### config.mk
export PLATFORM = sky130hd
export DESIGN_NAME = uidf_fifo
export DESIGN_NICKNAME = d
export VERILOG_FILES = /design/src/sv/uidf_pkg.sv /design/src/sv/uidf_fifo.sv
export SDC_FILE = /design/constraint.sdc
export NUM_CORES = 1
export LEC_CHECK = 0
export BUFFER_PORTS_ARGS = -buffer_cell sky130_fd_sc_hd__buf_2
export CAP_MARGIN = 25
export CORE_ASPECT_RATIO = 1.25
export CORE_MARGIN = 3
export CORE_UTILIZATION = 30
export DETAILED_ROUTE_END_ITERATION = 6
export PLACE_DENSITY_LB_ADDON = 0.15
export SYNTH_ARGS = -nofsm -noshare
export SYNTH_HDL_FRONTEND = slang
export SYNTH_SLANG_ARGS = --single-unit
### constraint.sdc
create_clock -name clk -period 1.6 [get_ports clk]
set_input_delay 0.32 -clock clk [delete_from_list [all_inputs] [get_ports clk]]
set_output_delay 0.32 -clock clk [all_outputs]
set_load 0.03 [all_outputs]
### src/sv/uidf_pkg.sv
// ----------------------------------------------------------------------------
// uidf_pkg
// Shared constants, codes and types of the owner-uid bitmap packet filter.
// ----------------------------------------------------------------------------
package uidf_pkg;

  localparam int USER_SLOTS_DEF = 4;
  localparam int MAP_WORDS_DEF  = 128;
  localparam int WORD_BITS_DEF  = 64;
  localparam int APP_SPAN_DEF   = 8192;

  localparam int QUEUE_DEPTH = 2;

  localparam logic [1:0] OP_LOOKUP = 2'd0;
  localparam logic [1:0] OP_ADD    = 2'd1;
  localparam logic [1:0] OP_CLEAR  = 2'd2;

  localparam logic [1:0] ST_OK    = 2'd0;
  localparam logic [1:0] ST_RANGE = 2'd1;
  localparam logic [1:0] ST_FULL  = 2'd2;
  localparam logic [1:0] ST_ERROR = 2'd3;

  localparam int TAG_W  = 16;
  localparam int REST_W = 17;

  localparam int unsigned UID_PER_USER = 100000;
  localparam int unsigned APP_UID_BASE = 10000;

  // uid / 100000 == ((uid >> 5) * DIV_MAGIC) >> DIV_SHIFT for every 32-bit uid
  localparam int DIV_PRE_SHIFT = 5;
  localparam int DIV_SHIFT     = 39;
  localparam int DIV_MAGIC_W   = 28;
  localparam logic [DIV_MAGIC_W-1:0] DIV_MAGIC = 28'd175921861;

  typedef struct packed {
    logic [1:0]       op;
    logic             tbl;
    logic             other;
    logic             uid_valid;
    logic             in_range;
    logic [TAG_W-1:0] user;
  } cls_t;

  typedef enum logic [2:0] {
    FS_IDLE,
    FS_DIV,
    FS_REM,
    FS_WORD,
    FS_BIT
  } fstate_t;

  typedef enum logic [2:0] {
    BS_IDLE,
    BS_EXEC,
    BS_READ,
    BS_SWEEP,
    BS_RESULT
  } bstate_t;

endpackage

### src/sv/uidf_fifo.sv
// ----------------------------------------------------------------------------
// uidf_fifo
// Short queue of classified commands between front and back.
// ----------------------------------------------------------------------------
module uidf_fifo #(
  parameter int W = 8
) (
  input  logic         clk,
  input  logic         rst,
  input  logic         push,
  input  logic [W-1:0] push_data,
  output logic         full,
  input  logic         pop,
  output logic [W-1:0] pop_data,
  output logic         empty
);

  localparam int D  = uidf_pkg::QUEUE_DEPTH;
  localparam int PW = (D > 1) ? $clog2(D) : 1;
  localparam int CW = $clog2(D + 1);

  logic [W-1:0]  entry [D];
  logic [PW-1:0] wr_ptr;
  logic [PW-1:0] rd_ptr;
  logic [CW-1:0] count;
  logic          do_push;
  logic          do_pop;

  assign full     = count == CW'(D);
  assign empty    = count == '0;
  assign do_push  = push && !full;
  assign do_pop   = pop && !empty;
  assign pop_data = entry[rd_ptr];

  always_ff @(posedge clk) begin
    if (rst) begin
      wr_ptr <= '0;
      rd_ptr <= '0;
      count  <= '0;
    end else begin
      if (do_push) wr_ptr <= (wr_ptr == PW'(D - 1)) ? '0 : wr_ptr + 1'b1;
      if (do_pop)  rd_ptr <= (rd_ptr == PW'(D - 1)) ? '0 : rd_ptr + 1'b1;
      if (do_push && !do_pop) count <= count + 1'b1;
      else if (do_pop && !do_push) count <= count - 1'b1;
    end
  end

  always_ff @(posedge clk) begin
    if (do_push) entry[wr_ptr] <= push_data;
  end

endmodule

==> metrics.txt <==
Syn Area/Cell around 16 µm²; Vias/cell around 4.3; DIE AREA about 3300 µm²; Die Y 63.5 µm; ant diodes 0; Post-CTS Setup Inserts 0; Power Density 1650 nW/µm²; Hold WC Path Type in -> reg; clock sink count 21; Placer Congestion ~0.63; Ys Warns 0; largest net degree at the start of global routing 12; final worst path period need roughly 1600 ps; vias in the first global route ~520; initial drt markers 6; Max Cap Viol 0; clock buffer count from CTS 3; CTS Buffer Depth 2; first-pass GRT wire length 2.20 mm; period utilization 0.981; worst r2r src count[1]$_SDFFE_PP0P_; Critical Path Sink Type output pin; initial core utilization 0.320; Slew HR 0.782; Hold Crit Start push_data[7]; Fin Clk Skew about 5.6 ps; ANT nets after route 0; I/O Buffers 21; max-slew violation count 0; worst vdd ir 0.759 mV; Net Count, Synth 63; Post-Synthesis Cells 50; final setup TNS 0 ps; initial antenna violation count 0; total power about 0.0017 W; Rows 20; final setup fails 0; post-synth cell types 13; Crit path required time 1280 ps; drt total wl 1.25 mm; Root Driver clkbuf_4; Mapped Area 793 µm²; Wirelength per Cell roughly 11 µm; final hold violation count 0; hpwl dp 968 µm; Seq/Total Area, Yosys 0.732; P_leak between 0.4 and 0.5 nW; drt drc 0; Hold Buf Count CTS 0; Pre-antenna DRT Iters 4; critical setup path kind reg -> out; CP startpoint kind flip-flop; layout cell share with drive strength beyond 1 0.506; clock-pin slew on the worst setup and hold paths about 110 ps; H-tree depth 1; Clock Latency Late Sink roughly 290 ps; #FFs+latches synth 21; setup ws final approximately 30 ps; GR Overflow Total 0; Non-Filler Instances 110; CTS tree done; arrival time worst endpoint approximately 1300 ps; Core Area between 2000 and 2500 µm²; f_max approximately 0.64 GHz; pre-CTS setup slack 14.6 ps; Nets a little over 90; outcome completed; RSZ-0062 raised after global routing true; vias roughly 470; total track usage 0.0920; DP Cell Count approximately 110; Area Overhead vs Synth 32.3%; cts repair resizes 5; Worst Tran Pin Value about 330 ps; Die Span X about 52 µm; R2R Setup Slk 120 ps; io pins 22; CP Max Fanout 4
==> cells by family (layout without fill, tap and decap cells) <==
kind of cell | after synthesis | after routing | synth area share
flip-flops | 21 | 21 | 0.732
AND/OR/NAND/NOR | 9 | 9 | 0.0584
multiplexers | 8 | 8 | 0.114
AO/OA/AOI/OAI | 5 | 5 | 0.0315
XOR/XNOR | 3 | 3 | 0.0331
buffers and inverters | 3 | 30 | 0.0158
adder cells (fa/ha/maj) | 1 | 1 | 0.0158
==> state kept, by name (all words and copies together) (netlist names), named ones only <==
signal and flops:
wr_ptr 1, entry 16, count 2, rd_ptr 1
==> worst paths after layout <==
| kind | end | cells after the start |
|---|---|---|
| setup reg to reg | count[1]$_SDFFE_PP0P_ | 5 |
| setup / recovery | pop_data[3] | 3 |
| hold / removal | entry[0][7]$_DFFE_PP_ | 1 |
| hold reg to reg | wr_ptr$_SDFFE_PP0N_ | 2 |
==> layout make-up <==
cell class | instances | area [µm²]
fillers | 232 | 1430
flip-flops and latches | 21 | 584
multi-input cells | 26 | 209
repair buffers | 24 | 181
well taps | 33 | 41.3
clock buffers | 4 | 26.3
inverters | 2 | 7.51
==> cells in the mapped netlist <==
master    count  share of area
nor2b_2       1          0.011
edfxtp_1     16           0.61
nor2_1        5          0.024
or3_1         2          0.016
a21oi_1       2          0.013
xor2_1        3          0.033
o21ai_0       3          0.019
and2_1        1         0.0079
mux2_2        8           0.11
dfxtp_1       5           0.13
buf_2         1         0.0063
ha_1          1          0.016
inv_1         2         0.0095
==> per-stage QoR <==
stage	utilization	hold WS, ps	area (µm²)
6_report	0.424	211	1050
5_1_grt	0.424	185	1050
4_1_cts	0.404	202	1000
3_5_place_dp	0.388	486	962
3_3_place_gp	0.388	468	962
2_1_floorplan	-	389	798
==> worst max-delay path, stage by stage, from the launching register on <==
cell and delay (ps):
dfxtp_2 360, buf_6 110, mux2_2 320, buf_4 160
==> power breakdown <==
part / total [W] / switching [W] / internal (W)
clock network: 0.000237 / 0.000140 / 0.0000968
registers: 0.000760 / 0.0000570 / 0.000703
logic: 0.000739 / 0.000400 / 0.000340
==> routing by layer <==
layer	vias to the layer above	track usage	routed length [µm]
met2	12	0.159	702
met1	226	0.0912	484
met3	2	0.0213	49
met5	-	0	0
met4	0	0.0689	17
li1	234	-	-
==> cells in the final DEF, fill, tap and decap left out, drive strengths merged <==
master and instances:
nor2b 1, edfxtp 16, a21oi 2, buf 24
inv 2, and2 1, dfxtp 5, clkbuf 4
o21ai 3, xor2 3, mux2 8, nor2 5
ha 1, or3 2
No activity file was read; power rests on OpenSTA's default activity.
