### src/sv/uidf_pkg.sv
// ----------------------------------------------------------------------------
// uidf_pkg
// Shared constants, codes and types of the owner-uid bitmap packet filter.
// ----------------------------------------------------------------------------
package uidf_pkg;

  localparam int USER_SLOTS_DEF = 4;
  localparam int MAP_WORDS_DEF  = 128;
  localparam int WORD_BITS_DEF  = 64;
  localparam int APP_SPAN_DEF   = 8192;

  localparam int QUEUE_DEPTH = 2;

  localparam logic [1:0] OP_LOOKUP = 2'd0;
  localparam logic [1:0] OP_ADD    = 2'd1;
  localparam logic [1:0] OP_CLEAR  = 2'd2;

  localparam logic [1:0] ST_OK    = 2'd0;
  localparam logic [1:0] ST_RANGE = 2'd1;
  localparam logic [1:0] ST_FULL  = 2'd2;
  localparam logic [1:0] ST_ERROR = 2'd3;

  localparam int TAG_W  = 16;
  localparam int REST_W = 17;

  localparam int unsigned UID_PER_USER = 100000;
  localparam int unsigned APP_UID_BASE = 10000;

  // uid / 100000 == ((uid >> 5) * DIV_MAGIC) >> DIV_SHIFT for every 32-bit uid
  localparam int DIV_PRE_SHIFT = 5;
  localparam int DIV_SHIFT     = 39;
  localparam int DIV_MAGIC_W   = 28;
  localparam logic [DIV_MAGIC_W-1:0] DIV_MAGIC = 28'd175921861;

  typedef struct packed {
    logic [1:0]       op;
    logic             tbl;
    logic             other;
    logic             uid_valid;
    logic             in_range;
    logic [TAG_W-1:0] user;
  } cls_t;

  typedef enum logic [2:0] {
    FS_IDLE,
    FS_DIV,
    FS_REM,
    FS_WORD,
    FS_BIT
  } fstate_t;

  typedef enum logic [2:0] {
    BS_IDLE,
    BS_EXEC,
    BS_READ,
    BS_SWEEP,
    BS_RESULT
  } bstate_t;

endpackage

### src/sv/uidf_front.sv
// ----------------------------------------------------------------------------
// uidf_front
// Accepts items and splits the uid into user tag, bitmap word and bit.
// ----------------------------------------------------------------------------
module uidf_front #(
  parameter int MAP_WORDS = uidf_pkg::MAP_WORDS_DEF,
  parameter int WORD_BITS = uidf_pkg::WORD_BITS_DEF,
  parameter int APP_SPAN  = uidf_pkg::APP_SPAN_DEF,
  localparam int WW = (MAP_WORDS > 1) ? $clog2(MAP_WORDS) : 1,
  localparam int BW = $clog2(WORD_BITS)
) (
  input  logic                 clk,
  input  logic                 rst,
  input  logic                 in_valid,
  output logic                 in_stall,
  input  logic [1:0]           opcode,
  input  logic [1:0]           family,
  input  logic                 uid_valid,
  input  logic [31:0]          uid,
  input  logic                 q_ready,
  output logic                 q_push,
  output uidf_pkg::cls_t       q_cls,
  output logic [WW-1:0]        q_word,
  output logic [BW-1:0]        q_bit
);

  localparam int SH      = 24;
  localparam int RECIP_W = 22;
  localparam logic [RECIP_W-1:0] RECIP = RECIP_W'((2**SH + WORD_BITS - 1) / WORD_BITS);
  localparam int WF_W    = uidf_pkg::REST_W + RECIP_W - SH;
  localparam int N_W     = 32 - uidf_pkg::DIV_PRE_SHIFT;
  localparam int P1_W    = N_W + uidf_pkg::DIV_MAGIC_W;
  localparam int P2_W    = uidf_pkg::REST_W + RECIP_W;
  localparam int RW      = uidf_pkg::REST_W;

  uidf_pkg::fstate_t fstate, fstate_next;

  logic [1:0]                  op_r;
  logic [1:0]                  family_r;
  logic                        uidv_r;
  logic [31:0]                 uid_r;
  logic [uidf_pkg::TAG_W-1:0]  quot;
  logic [RW-1:0]               rest;
  logic [RW-1:0]               app;
  logic                        low;
  logic [WF_W-1:0]             word_full;

  logic                        accept;
  logic [P1_W-1:0]             prod1;
  logic [P2_W-1:0]             prod2;
  logic [RW-1:0]               app_c;
  logic [RW-1:0]               bit_full;

  assign in_stall = rst ||
                    !(fstate == uidf_pkg::FS_IDLE || (fstate == uidf_pkg::FS_BIT && q_ready));
  assign accept   = in_valid && !in_stall;

  assign prod1    = P1_W'(uid_r[31:uidf_pkg::DIV_PRE_SHIFT]) * P1_W'(uidf_pkg::DIV_MAGIC);
  assign app_c    = rest - RW'(uidf_pkg::APP_UID_BASE);
  assign prod2    = P2_W'(app_c) * P2_W'(RECIP);
  assign bit_full = app - RW'(word_full * WORD_BITS);

  assign q_cls.op        = op_r;
  assign q_cls.tbl       = family_r[0];
  assign q_cls.other     = family_r[1];
  assign q_cls.uid_valid = uidv_r;
  assign q_cls.in_range  = !low && (app < RW'(APP_SPAN)) && (word_full < WF_W'(MAP_WORDS));
  assign q_cls.user      = quot;
  assign q_word          = word_full[WW-1:0];
  assign q_bit           = bit_full[BW-1:0];

  always_comb begin
    fstate_next = fstate;
    q_push      = 1'b0;
    case (fstate)
      uidf_pkg::FS_IDLE: begin
        if (accept) fstate_next = uidf_pkg::FS_DIV;
      end
      uidf_pkg::FS_DIV:  fstate_next = uidf_pkg::FS_REM;
      uidf_pkg::FS_REM:  fstate_next = uidf_pkg::FS_WORD;
      uidf_pkg::FS_WORD: fstate_next = uidf_pkg::FS_BIT;
      uidf_pkg::FS_BIT: begin
        if (q_ready) begin
          q_push      = 1'b1;
          fstate_next = accept ? uidf_pkg::FS_DIV : uidf_pkg::FS_IDLE;
        end
      end
      default: fstate_next = uidf_pkg::FS_IDLE;
    endcase
  end

  always_ff @(posedge clk) begin
    if (rst) begin
      fstate <= uidf_pkg::FS_IDLE;
    end else begin
      fstate <= fstate_next;
    end
  end

  always_ff @(posedge clk) begin
    if (accept) begin
      op_r     <= opcode;
      family_r <= family;
      uidv_r   <= uid_valid;
      uid_r    <= uid;
    end
    if (fstate == uidf_pkg::FS_DIV) begin
      quot <= prod1[uidf_pkg::DIV_SHIFT +: uidf_pkg::TAG_W];
    end
    if (fstate == uidf_pkg::FS_REM) begin
      rest <= RW'(uid_r - 32'(quot * uidf_pkg::UID_PER_USER));
    end
    if (fstate == uidf_pkg::FS_WORD) begin
      low       <= rest < RW'(uidf_pkg::APP_UID_BASE);
      app       <= app_c;
      word_full <= prod2[SH +: WF_W];
    end
  end

endmodule

### config.mk
export PLATFORM = sky130hd
export DESIGN_NAME = uidf_front
export DESIGN_NICKNAME = d
export VERILOG_FILES = /design/src/sv/uidf_pkg.sv /design/src/sv/uidf_front.sv
export SDC_FILE = /design/constraint.sdc
export NUM_CORES = 1
export LEC_CHECK = 0
export ABC_AREA = 1
export BUFFER_PORTS_ARGS = -buffer_cell sky130_fd_sc_hd__buf_4
export CAP_MARGIN = 40
export CORE_AREA = 2 2 259 210
export DETAILED_ROUTE_END_ITERATION = 7
export DIE_AREA = 0 0 261 212
export GPL_TIMING_DRIVEN = 0
export PLACE_DENSITY = 0.48
export SYNTH_ARGS = -nofsm -noshare
export SYNTH_HDL_FRONTEND = slang
export SYNTH_SLANG_ARGS = --single-unit
### constraint.sdc
create_clock -name clk -period 9.7 [get_ports clk]
set_input_delay 0.485 -clock clk [delete_from_list [all_inputs] [get_ports clk]]
set_output_delay 0.485 -clock clk [all_outputs]
set_load 0.03 [all_outputs]
==> summary.txt, run 1 <==
Run status
  • Status: complete, no violations

CTS
  • H-tree levels: 3
  • CTS Buf Count: 9
  • Resized cells post-CTS: 0
  • Clock sinks: 91
  • CTS tree: done
  • Clock Tree Root: clkbuf_16
  • Clock-pin transition on the worst setup and hold timing paths: 0.10 ns
  • Clk buf depth: 2
  • Worst-Skew Late Latency: 0.41 ns
  • Hold buffer count at CTS: 0
  • Postcts setup bufs: 0

Routing
  • Routed wire length: between 50000 and 60000 um
  • Number of DRC markers in iteration 0: 961
  • Drt pass-1 iters: 6
  • DRC: 0
  • Drt via density: 4.669
  • Routed wire per std cell: ~19 um
  • Vias after detailed routing: 13330
  • Routed Antenna Nets: 0

Timing
  • RSZ-0062 raised after global routing: no
  • Final worst setup slack: between 3 and 4 ns
  • Setup TNS: 0 ns
  • Final Critical Period: 6.548 ns
  • Worst slew pin tran: 0.6956 ns
  • Final Hold Viols: 0
  • Max Fclk: between 150 and 200 MHz
  • Final setup viols: 0
  • Slew Viols, Final: 0
  • Tcrit/Tclk final: 67.51%
  • Slew headroom: a little over half
  • Clock Skew: 0.02707 ns

Global route
  • Number of global-route vias before repair: 13620
  • Largest net degree at the start of global routing: 28
  • Global Route Usage Sum: 20.19%
  • Global-route wire length before repair: 81090 um
  • Initial antenna violation count: 1
  • GRT overflow: 0

Synthesis
  • Post-synth cell types: 38
  • Seq/Total Area, Yosys: 14.76%
  • FF+latch count, synth: approximately 90
  • Syn Area/Cell: 8.905 um2
  • Post-synthesis cell area: 18310 um2
  • Synth Net Count: 2704
  • Syn. warnings: 0
  • Post-Synthesis Cells: 2056

Critical path
  • Crit Path Class: register to register
  • Startpoint types: register
  • Arrival time of the worst setup path: 6.71 ns
  • CP endpoint kind: register
  • Crit Path Max Fanout: 7
  • CP Data Required Time: 9.86 ns

Final layout
  • Post-layout util: a little under two fifths
  • Final Non-Filler Cells: 2855
  • Ant. Diodes: 0
  • Fillers: 5435
  • NumNets Final: 2796
  • Area growth syn-to-layout: 9.950%
  • Share of layout cells above drive strength 1: 7.292%

Floorplanning
  • Row count: 76
  • Core Area: 53060 um2
  • Initial Util: 34.51%
  • Die width: approximately 260 um
  • Top Ports: 78
  • Area of the die: 55330 um2
  • Die span in y: about 210 um

Place
  • DP Worst Slack: approximately 3.2 ns
  • HPWL after DPL: 48550 um
  • Buffers on Ports: 77
  • GP Congestion: about 0.97
  • Post-placement cell count: 2839

Hold path
  • Hold crit path type: primary input to register

Run
  • # Max-Cap Violations: 0
[layer usage]
metal  up-vias  track usage, %  part of all wire (%)  wire length [um]
met5         -               0                     0                 0
met4         0           3.252                   1.0               529
met3        26           5.079                   8.2              4375
met2       358           29.11                    42             22150
met1      6510           30.72                    49             26090
li1       6436               -                     -                 -
[kinds of logic after synthesis]
kind of cell	Yosys count	share of synthesized area, %
flops	91	14.76
buf+inv	661	13.84
compound gates	137	4.128
simple gates	525	12.51
fa+ha+maj	607	53.09
xor+xnor	35	1.674
[registers in the layout, indices dropped and copies added (netlist names)]
name / cells
app: 17
family_r: 2
fstate: 3
low: 1
op_r: 2
quot: 16
rest: 17
uid_r: 32
uidv_r: 1
[cell usage after synthesis]
| cell | n | share of area, % |
|---|---|---|
| xor2_1 | 24 | 1.1 |
| nor2_1 | 69 | 1.4 |
| o31a_1 | 1 | 0.048 |
| o31ai_1 | 1 | 0.041 |
| xnor2_1 | 11 | 0.53 |
| nor3b_1 | 1 | 0.041 |
| nand3_2 | 2 | 0.11 |
| nor3_2 | 7 | 0.38 |
| o21bai_1 | 14 | 0.57 |
| nor3_1 | 17 | 0.46 |
| nand3b_1 | 1 | 0.041 |
| and2_1 | 2 | 0.068 |
| nand2_1 | 321 | 6.6 |
| or2_2 | 2 | 0.068 |
| inv_2 | 9 | 0.18 |
| fa_1 | 283 | 31 |
| clkinv_1 | 1 | 0.020 |
| nand4_1 | 27 | 0.92 |
| ha_1 | 324 | 22 |
| a21o_1 | 3 | 0.12 |
| a21boi_1 | 1 | 0.041 |
| a21boi_0 | 1 | 0.041 |
| o21ai_0 | 32 | 0.87 |
| a21oi_1 | 74 | 2.0 |
| nor2_2 | 11 | 0.38 |
| edfxtp_1 | 88 | 14 |
| and3_1 | 1 | 0.034 |
| dfxtp_1 | 3 | 0.33 |
| nor2_4 | 6 | 0.37 |
| o21a_1 | 4 | 0.16 |
| o211ai_1 | 2 | 0.082 |
| inv_1 | 637 | 13 |
| nand3_1 | 50 | 1.4 |
| nand2_2 | 6 | 0.21 |
| buf_4 | 14 | 0.57 |
| o21ai_1 | 3 | 0.082 |
| a31oi_1 | 1 | 0.034 |
| nor4_1 | 2 | 0.068 |
[critical path: stages, from the launching register on]
cell      delay (ns)
edfxtp_1        0.64
fa_1            0.69
inv_1           0.10
fa_1            0.49
inv_1           0.08
fa_1            0.53
inv_1           0.05
fa_1            0.49
inv_1           0.05
fa_1            0.50
fa_1            0.50
inv_1           0.06
fa_1            0.49
inv_1           0.11
ha_1            0.33
a21oi_1         0.28
o21ai_0         0.22
a21oi_1         0.25
nor2_1          0.06
nor2_1          0.16
nand3_1         0.10
nand2_1         0.06
nand2_1         0.04
[per-stage QoR]
stage | hold slack [ns] | cell area (um2)
after floorplan | 0.4003 | 18310
after global placement | 0.4008 | 19770
after detailed placement | 0.4074 | 19830
after CTS | 0.2219 | 20130
after global routing | 0.2330 | 20130
final | 0.2472 | 20130
[cells in the final DEF (no fill, tap or decap), types with 11 or more instances in the layout]
cell type	instances
inv_1	637
xnor2_1	11
nor3_1	15
ha_1	324
buf_4	93
nand2_1	321
o21bai_1	14
edfxtp_1	88
xor2_1	24
a21oi_1	74
nor2_2	11
nand4_1	27
nand3_1	50
o21ai_0	32
fa_1	283
nor2_1	68
[final timing paths]
kind | from | end | slack [ns] | cells after the start
worst max-delay path | uid_r[11] | quot[0] | 3.15 | 22
worst min-delay path | uid[28] | uid_r[28] | 0.25 | 1
worst max register to register | uid_r[11] | quot[0] | 3.15 | 22
worst min register to register | uid_r[1] | rest[1] | 0.42 | 0
[final cells by class]
class	count	area, um2	area share, %
Inverter	647	2429	12.06
Multi-Input combinational cell	1304	13090	65.03
Clock inverter	7	76.32	0.3791
Buffer	14	105.1	0.5221
Clock buffer	9	225.2	1.119
Sequential cell	91	2703	13.43
Tap cell	702	878.3	4.363
Timing Repair Buffer	81	624.3	3.101
Power of run 1 is not shown: default switching activity piles up to over one toggle a cycle in this logic, so the estimate is an artifact.
==> run 2, diff against run 1 <==
==> constraint.sdc (replaced) <==
create_clock -name clk -period 6.66 [get_ports clk]
set_input_delay 0.333 -clock clk [delete_from_list [all_inputs] [get_ports clk]]
set_output_delay 0.333 -clock clk [all_outputs]
set_load 0.03 [all_outputs]
==> run 2 against run 1 <==
Effect of this change: die area unchanged; cell count up 0.32%; via count fell by 0.35%; flip-flop and latch count unchanged; global-route usage stayed put; critical path type unchanged.
==> summary.txt, run 2 (synthesis results as in run 1) <==
Critical path
  • Crit-path most repeated cell: fa_1 (unchanged)
  • Arrival time of the worst setup path: 6.52 ns (was 6.71 ns)
  • Crit Path Max Fanout: 8 (was 7)
  • Crit-path leading delay family: adder cells (unchanged)
  • CP Data Required Time: 6.84 ns (was 9.86 ns)
  • Worst path depth: 21 (was 22)
  • Critical-path top delay cell: edfxtp_1 (was fa_1)
  • Reg2reg path depth: 21 (was 22)
  • Startpoint types: register (unchanged)
  • CP endpoint kind: register (unchanged)
  • Crit-path cells: ha_1 -> inv_1 -> fa_1 -> inv_1 -> fa_1 -> fa_1 -> fa_1 -> fa_1 -> inv_1 -> fa_1 -> inv_1 -> ha_1 -> nand2_1 -> nor2_1 -> inv_1 -> nor2_1 -> nand4_1 -> nand3_1 -> nand2_1 -> nand4_1 -> nand2_1 (was fa_1 -> inv_1 -> fa_1 -> inv_1 -> fa_1 -> inv_1 -> fa_1 -> inv_1 -> fa_1 -> fa_1 -> inv_1 -> fa_1 -> inv_1 -> ha_1 -> a21oi_1 -> o21ai_0 -> a21oi_1 -> nor2_1 -> nor2_1 -> nand3_1 -> nand2_1 -> nand2_1)
  • Critical Path Max Stage Delay: 0.67 ns (was 0.69 ns)
  • Buf/Inv on CP: 5 (was 6)
  • Crit Path Class: register to register (unchanged)

Final layout
  • Number of flip-flops in the largest register: 32 (unchanged)
  • NumNets Final: 2805 (was 2796)
  • Regs by FF count: uid_r x32, app x17, rest x17 (unchanged)
  • Top reg by flops: uid_r (unchanged)
  • Register area: 2703 um2 (unchanged)
  • Area growth syn-to-layout: 10.34% (was 9.950%)
  • Most frequent cells in the layout: inv_1 (637), ha_1 (324), nand2_1 (321) (unchanged)
  • Fillers: 5432 (was 5435)
  • Share of layout cells above drive strength 1: 7.724% (was 7.292%)
  • Ant. Diodes: 0 (unchanged)
  • Commonest non-fill, non-tap cell in the layout: inv_1 (unchanged)
  • Area of the multi-input gates: 13090 um2 (about the same)

Floorplanning
  • Core Area: 53060 um2 (unchanged)
  • Die span in y: 212 um (unchanged)
  • Area of the die: 55330 um2 (unchanged)
  • Initial Util: 34.51% (unchanged)
  • Row count: 76 (unchanged)
  • Top Ports: 78 (unchanged)
  • Die width: 261 um (unchanged)

Global route
  • Initial antenna violation count: 1 (unchanged)
  • Largest net degree at the start of global routing: 28 (unchanged)
  • GRT overflow: 0 (unchanged)
  • Global-route wire length before repair: 81090 um (unchanged)
  • Number of global-route vias before repair: 13620 (unchanged)
  • Global Route Usage Sum: 20.19% (unchanged)

Hold path
  • Hold crit path type: primary input to register (unchanged)
  • Hold Path Depth: 1 (unchanged)

Place
  • GP Congestion: 0.9661 (unchanged)
  • HPWL after DPL: 48550 um (unchanged)
  • Buffers on Ports: 77 (unchanged)

Routing
  • Vias after detailed routing: 13280 (was 13330)
  • Routed wire per std cell: 18.59 um (was 18.61 um)
  • Routed Antenna Nets: 0 (unchanged)
  • Drt via density: 4.638 (was 4.669)
  • Drt pass-1 iters: 5 (was 6)
  • Routed wire length: 53250 um (was 53140 um)
  • DRC: 0 (unchanged)
  • Number of DRC markers in iteration 0: 998 (was 961)

Run
  • # Max-Cap Violations: 0 (unchanged)

Timing
  • Final Hold Viols: 0 (unchanged)
  • Tcrit/Tclk final: 95.21% (was 67.51%)
  • Slew Viols, Final: 0 (unchanged)
  • Worst slew pin tran: 0.6958 ns (was 0.6956 ns)
  • Final setup viols: 0 (unchanged)
  • Setup TNS: 0 ns (unchanged)
  • Clock Skew: 0.02712 ns (was 0.02707 ns)
  • Slew headroom: 53.57% (about the same)
  • Max Fclk: 157.7 MHz (was 152.7 MHz)
  • Final Critical Period: 6.341 ns (was 6.548 ns)
  • RSZ-0062 raised after global routing: no (unchanged)

CTS
  • Clock Tree Root: clkbuf_16 (unchanged)
  • Clock sinks: 91 (unchanged)
  • Hold buffer count at CTS: 0 (unchanged)
  • Clk buf depth: 2 (unchanged)
  • CTS tree: done (unchanged)
  • H-tree levels: 3 (unchanged)
  • CTS Buf Count: 9 (unchanged)
  • Clock-pin transition on the worst setup and hold timing paths: 0.10 ns (about the same)
  • Worst-Skew Late Latency: 0.41 ns (about the same)

Run status
  • Status: complete, no violations (unchanged)
## run 2: final timing paths
| path | startpoint | end | slack, ns |
|---|---|---|---|
| worst max-delay path | uid_r[15] | quot[15] | 0.32 |
| worst min-delay path | uid[28] | uid_r[28] | 0.09 |
| worst max register to register | uid_r[15] | quot[15] | 0.32 |
| worst min register to register | rest[3] | app[3] | 0.42 |
## run 2: metrics by stage
stage          instance area, um2  hold slack (ns)  std cells  setup WS, ns  utilization [%]
5_1_grt                     20200          0.08101       2864      0.004566            38.07
3_5_place_dp                19830           0.4074       2839        0.1156            37.37
6_report                    20200          0.09468       2864        0.3191            38.07
2_1_floorplan               18310           0.4003       2056        0.9962                -
4_1_cts                     20130          0.06988       2855        0.1161            37.94
3_3_place_gp                19770           0.4008       2835        0.2003            37.25
## run 2: final cells by class
type / count / share of cell area [%]
plain buffers: 14 / 0.5203
clock buffers: 9 / 1.115
clock inverters: 7 / 0.3778
inverters: 647 / 12.02
multi-input cells: 1304 / 64.81
flip-flops and latches: 91 / 13.38
well taps: 702 / 4.348
repair buffers: 90 / 3.425
## run 2: repair_timing
item	in CTS	in global routing
setup endpoints to repair	0	11
setup buffers	0	9
resized for setup	0	1
## run 2: worst reg2reg max path: stages, from the launching register on
cell	delay [ns]
edfxtp_1	0.67
ha_1	0.45
inv_1	0.10
fa_1	0.55
inv_1	0.05
fa_1	0.45
fa_1	0.53
fa_1	0.48
fa_1	0.61
inv_1	0.07
fa_1	0.55
inv_1	0.05
ha_1	0.31
nand2_1	0.13
nor2_1	0.29
inv_1	0.07
nor2_1	0.22
nand4_1	0.13
nand3_1	0.16
nand2_1	0.10
nand4_1	0.08
nand2_1	0.06
## run 2: metal layers
metal	share of wire (%)	GRT usage, %	vias up	wire length (um)
met5	0	0	-	0
met4	1.0	3.252	0	530
met3	8.2	5.079	26	4347
met2	42	29.11	357	22140
met1	49	30.72	6441	26230
li1	-	-	6460	-
Power of run 2 is left out for the same reason.
==> run 3, diff against run 2 <==
--- a/config.mk
+++ b/config.mk
@@ -8,11 +8,12 @@
 export ABC_AREA = 1
 export BUFFER_PORTS_ARGS = -buffer_cell sky130_fd_sc_hd__buf_4
 export CAP_MARGIN = 40
-export CORE_AREA = 2 2 259 210
+export CELL_PAD_IN_SITES_DETAIL_PLACEMENT = 0
+export CELL_PAD_IN_SITES_GLOBAL_PLACEMENT = 1
+export CORE_AREA = 5 5 262 213
 export DETAILED_ROUTE_END_ITERATION = 7
-export DIE_AREA = 0 0 261 212
-export GPL_TIMING_DRIVEN = 0
-export PLACE_DENSITY = 0.48
+export DIE_AREA = 0 0 267 218
+export PLACE_DENSITY = 0.59
 export SYNTH_ARGS = -nofsm -noshare
 export SYNTH_HDL_FRONTEND = slang
 export SYNTH_SLANG_ARGS = --single-unit
==> run 3 against run 2 <==
Effect of this change: non-clock buffer count is 7 lower; cell count is 0.24% lower; clock-buffer cell count stayed put; sequential share of layout area hardly changed; die area is 5.2% higher; final area is 0.27% lower; critical path depth is 2 lower; flip-flop and latch count stayed put; routed wire length is 9.4% higher; clock skew is 0.00084 ns higher; first-iteration DRC count is 28% lower; highest routed layer unchanged.
==> summary.txt, run 3 (synthesis results as in run 1) <==
Timing
  • RSZ-0062 raised after global routing: no (unchanged)
  • Slew Viols, Final: 0 (unchanged)
  • Slew headroom: 50.15% (was 53.57%)
  • Final Hold Viols: 0 (unchanged)
  • Clock Skew: 0.02796 ns (was 0.02712 ns)
  • Final Critical Period: 6.381 ns (was 6.341 ns)
  • Max Fclk: 156.7 MHz (was 157.7 MHz)
  • Worst slew pin tran: 0.7470 ns (was 0.6958 ns)
  • Tcrit/Tclk final: 95.80% (was 95.21%)
  • Setup TNS: 0 ns (unchanged)
  • Final worst setup slack: 0.2794 ns (was 0.3191 ns)
  • Final setup viols: 0 (unchanged)

Final layout
  • NumNets Final: 2798 (was 2805)
  • Area of the multi-input gates: 13090 um2 (about the same)
  • Share of layout cells above drive strength 1: 7.378% (was 7.724%)
  • Area growth syn-to-layout: 10.05% (was 10.34%)
  • Regs by FF count: uid_r x32, app x17, rest x17 (unchanged)
  • Number of flip-flops in the largest register: 32 (unchanged)
  • Commonest non-fill, non-tap cell in the layout: inv_1 (unchanged)
  • Top reg by flops: uid_r (unchanged)
  • Most frequent cells in the layout: inv_1 (637), ha_1 (324), nand2_1 (321) (unchanged)
  • Ant. Diodes: 0 (unchanged)
  • Register area: 2703 um2 (unchanged)
  • Fillers: 5486 (was 5432)

Routing
  • Number of DRC markers in iteration 0: 717 (was 998)
  • Vias after detailed routing: 13250 (was 13280)
  • DRC: 0 (unchanged)
  • Routed Antenna Nets: 0 (unchanged)
  • Drt pass-1 iters: 5 (unchanged)
  • Routed wire length: 58250 um (was 53250 um)
  • Routed wire per std cell: 20.39 um (was 18.59 um)
  • Drt via density: 4.637 (was 4.638)

Place
  • GP Congestion: 0.9692 (was 0.9661)
  • Buffers on Ports: 77 (unchanged)
  • HPWL after DPL: 53070 um (was 48550 um)
  • DP Worst Slack: 0.1185 ns (was 0.1156 ns)

Critical path
  • Worst reg2reg path endpoint: quot[5] (was quot[15])
  • Arrival time of the worst setup path: 6.53 ns (was 6.52 ns)
  • Reg2reg path depth: 19 (was 21)
  • Reg2reg start: uid_r[12] (was uid_r[15])
  • R2R Setup Slk: 0.28 ns (was 0.32 ns)
  • CP Data Required Time: 6.81 ns (was 6.84 ns)
  • Crit Path Max Fanout: 3 (was 8)
  • Startpoint types: register (unchanged)
  • CP endpoint kind: register (unchanged)
  • Crit Path Class: register to register (unchanged)

CTS
  • Worst-Skew Late Latency: 0.39 ns (was 0.41 ns)
  • CTS tree: done (unchanged)
  • Clock sinks: 91 (unchanged)
  • Clock-pin transition on the worst setup and hold timing paths: 0.09 ns (was 0.10 ns)
  • Hold buffer count at CTS: 0 (unchanged)
  • Clock Tree Root: clkbuf_16 (unchanged)
  • H-tree levels: 3 (unchanged)
  • Resized cells post-CTS: 0 (unchanged)
  • Clk buf depth: 2 (unchanged)
  • CTS Buf Count: 9 (unchanged)
  • Postcts setup bufs: 0 (unchanged)

Floorplanning
  • Row count: 76 (unchanged)
  • Initial Util: 34.51% (unchanged)
  • Area of the die: 58210 um2 (was 55330 um2)
  • Core Area: 53060 um2 (unchanged)
  • Die width: 267 um (was 261 um)
  • Top Ports: 78 (unchanged)
  • Die span in y: 218 um (was 212 um)

Global route
  • Number of global-route vias before repair: 14310 (was 13620)
  • Global Route Usage Sum: 20.61% (was 20.19%)
  • GRT overflow: 0 (unchanged)
  • Largest net degree at the start of global routing: 22 (was 28)
  • Initial antenna violation count: 1 (unchanged)
  • Global-route wire length before repair: 89730 um (was 81090 um)

Run status
  • Status: complete, no violations (unchanged)

Hold path
  • Hold crit path type: primary input to register (unchanged)
  • WHS Endpoint: uid_r[5] (was uid_r[28])
  • Worst Min Path Start: uid[5] (was uid[28])
  • Hold Path Depth: 1 (unchanged)

Run
  • # Max-Cap Violations: 0 (unchanged)
[run 3: cell count changes in the layout (fill, tap and decap cells not counted), sizes merged]
cell,before,now
buf,104,97
bufinv,0,1
inv,650,649
[run 3: layer usage]
layer	global-route usage (%)	vias to the layer above	wire length [um]	part of all wire [%]
li1	-	6421	-	-
met3	3.666	25	3080	5.3
met2	32.65	260	26470	45
met1	30.46	6541	28090	48
met4	2.594	0	613	1.1
met5	0	-	0	0
[run 3: layout make-up]
class | instances | share of cell area, %
multi-input combinational | 1304 | 64.97
tap | 702 | 4.359
clock inverter | 7 | 0.4720
sequential | 91 | 13.41
timing repair buffer | 97 | 3.614
inverter | 647 | 12.05
clock buffer | 9 | 1.118
[run 3: per-stage QoR]
stage                     instances  area (um2)  hold WS (ns)  utilization, %
final                          2857       20150        0.1308           37.97
after global routing           2857       20150        0.1127           37.97
after CTS                      2852       20110        0.1013           37.90
after detailed placement       2836       19790        0.4066           37.30
after global placement         2836       19790        0.4022           37.30
after floorplan                2056       18310        0.4003               -
[run 3: how the worst max path moves through the flow]
stage | cells after the start | endpoint | startpoint
floorplan | 22 | quot[0] | uid_r[11]
global placement | 19 | quot[5] | uid_r[12]
detailed placement | 19 | quot[5] | uid_r[12]
CTS | 19 | quot[5] | uid_r[12]
global route | 19 | quot[5] | uid_r[12]
finish | 19 | quot[5] | uid_r[12]
[run 3: critical path, stage by stage (launching register included)]
cell,delay [ns]
edfxtp_1,0.49
fa_1,0.60
inv_1,0.10
fa_1,0.51
fa_1,0.59
inv_1,0.06
fa_1,0.54
fa_1,0.53
fa_1,0.50
inv_1,0.05
fa_1,0.49
inv_1,0.05
ha_1,0.30
nand2_1,0.13
nor2_1,0.26
nand2_1,0.18
nor3_2,0.26
nand4_1,0.28
nand4_1,0.18
nand2_1,0.06
Power of run 3 is left out for the same reason.
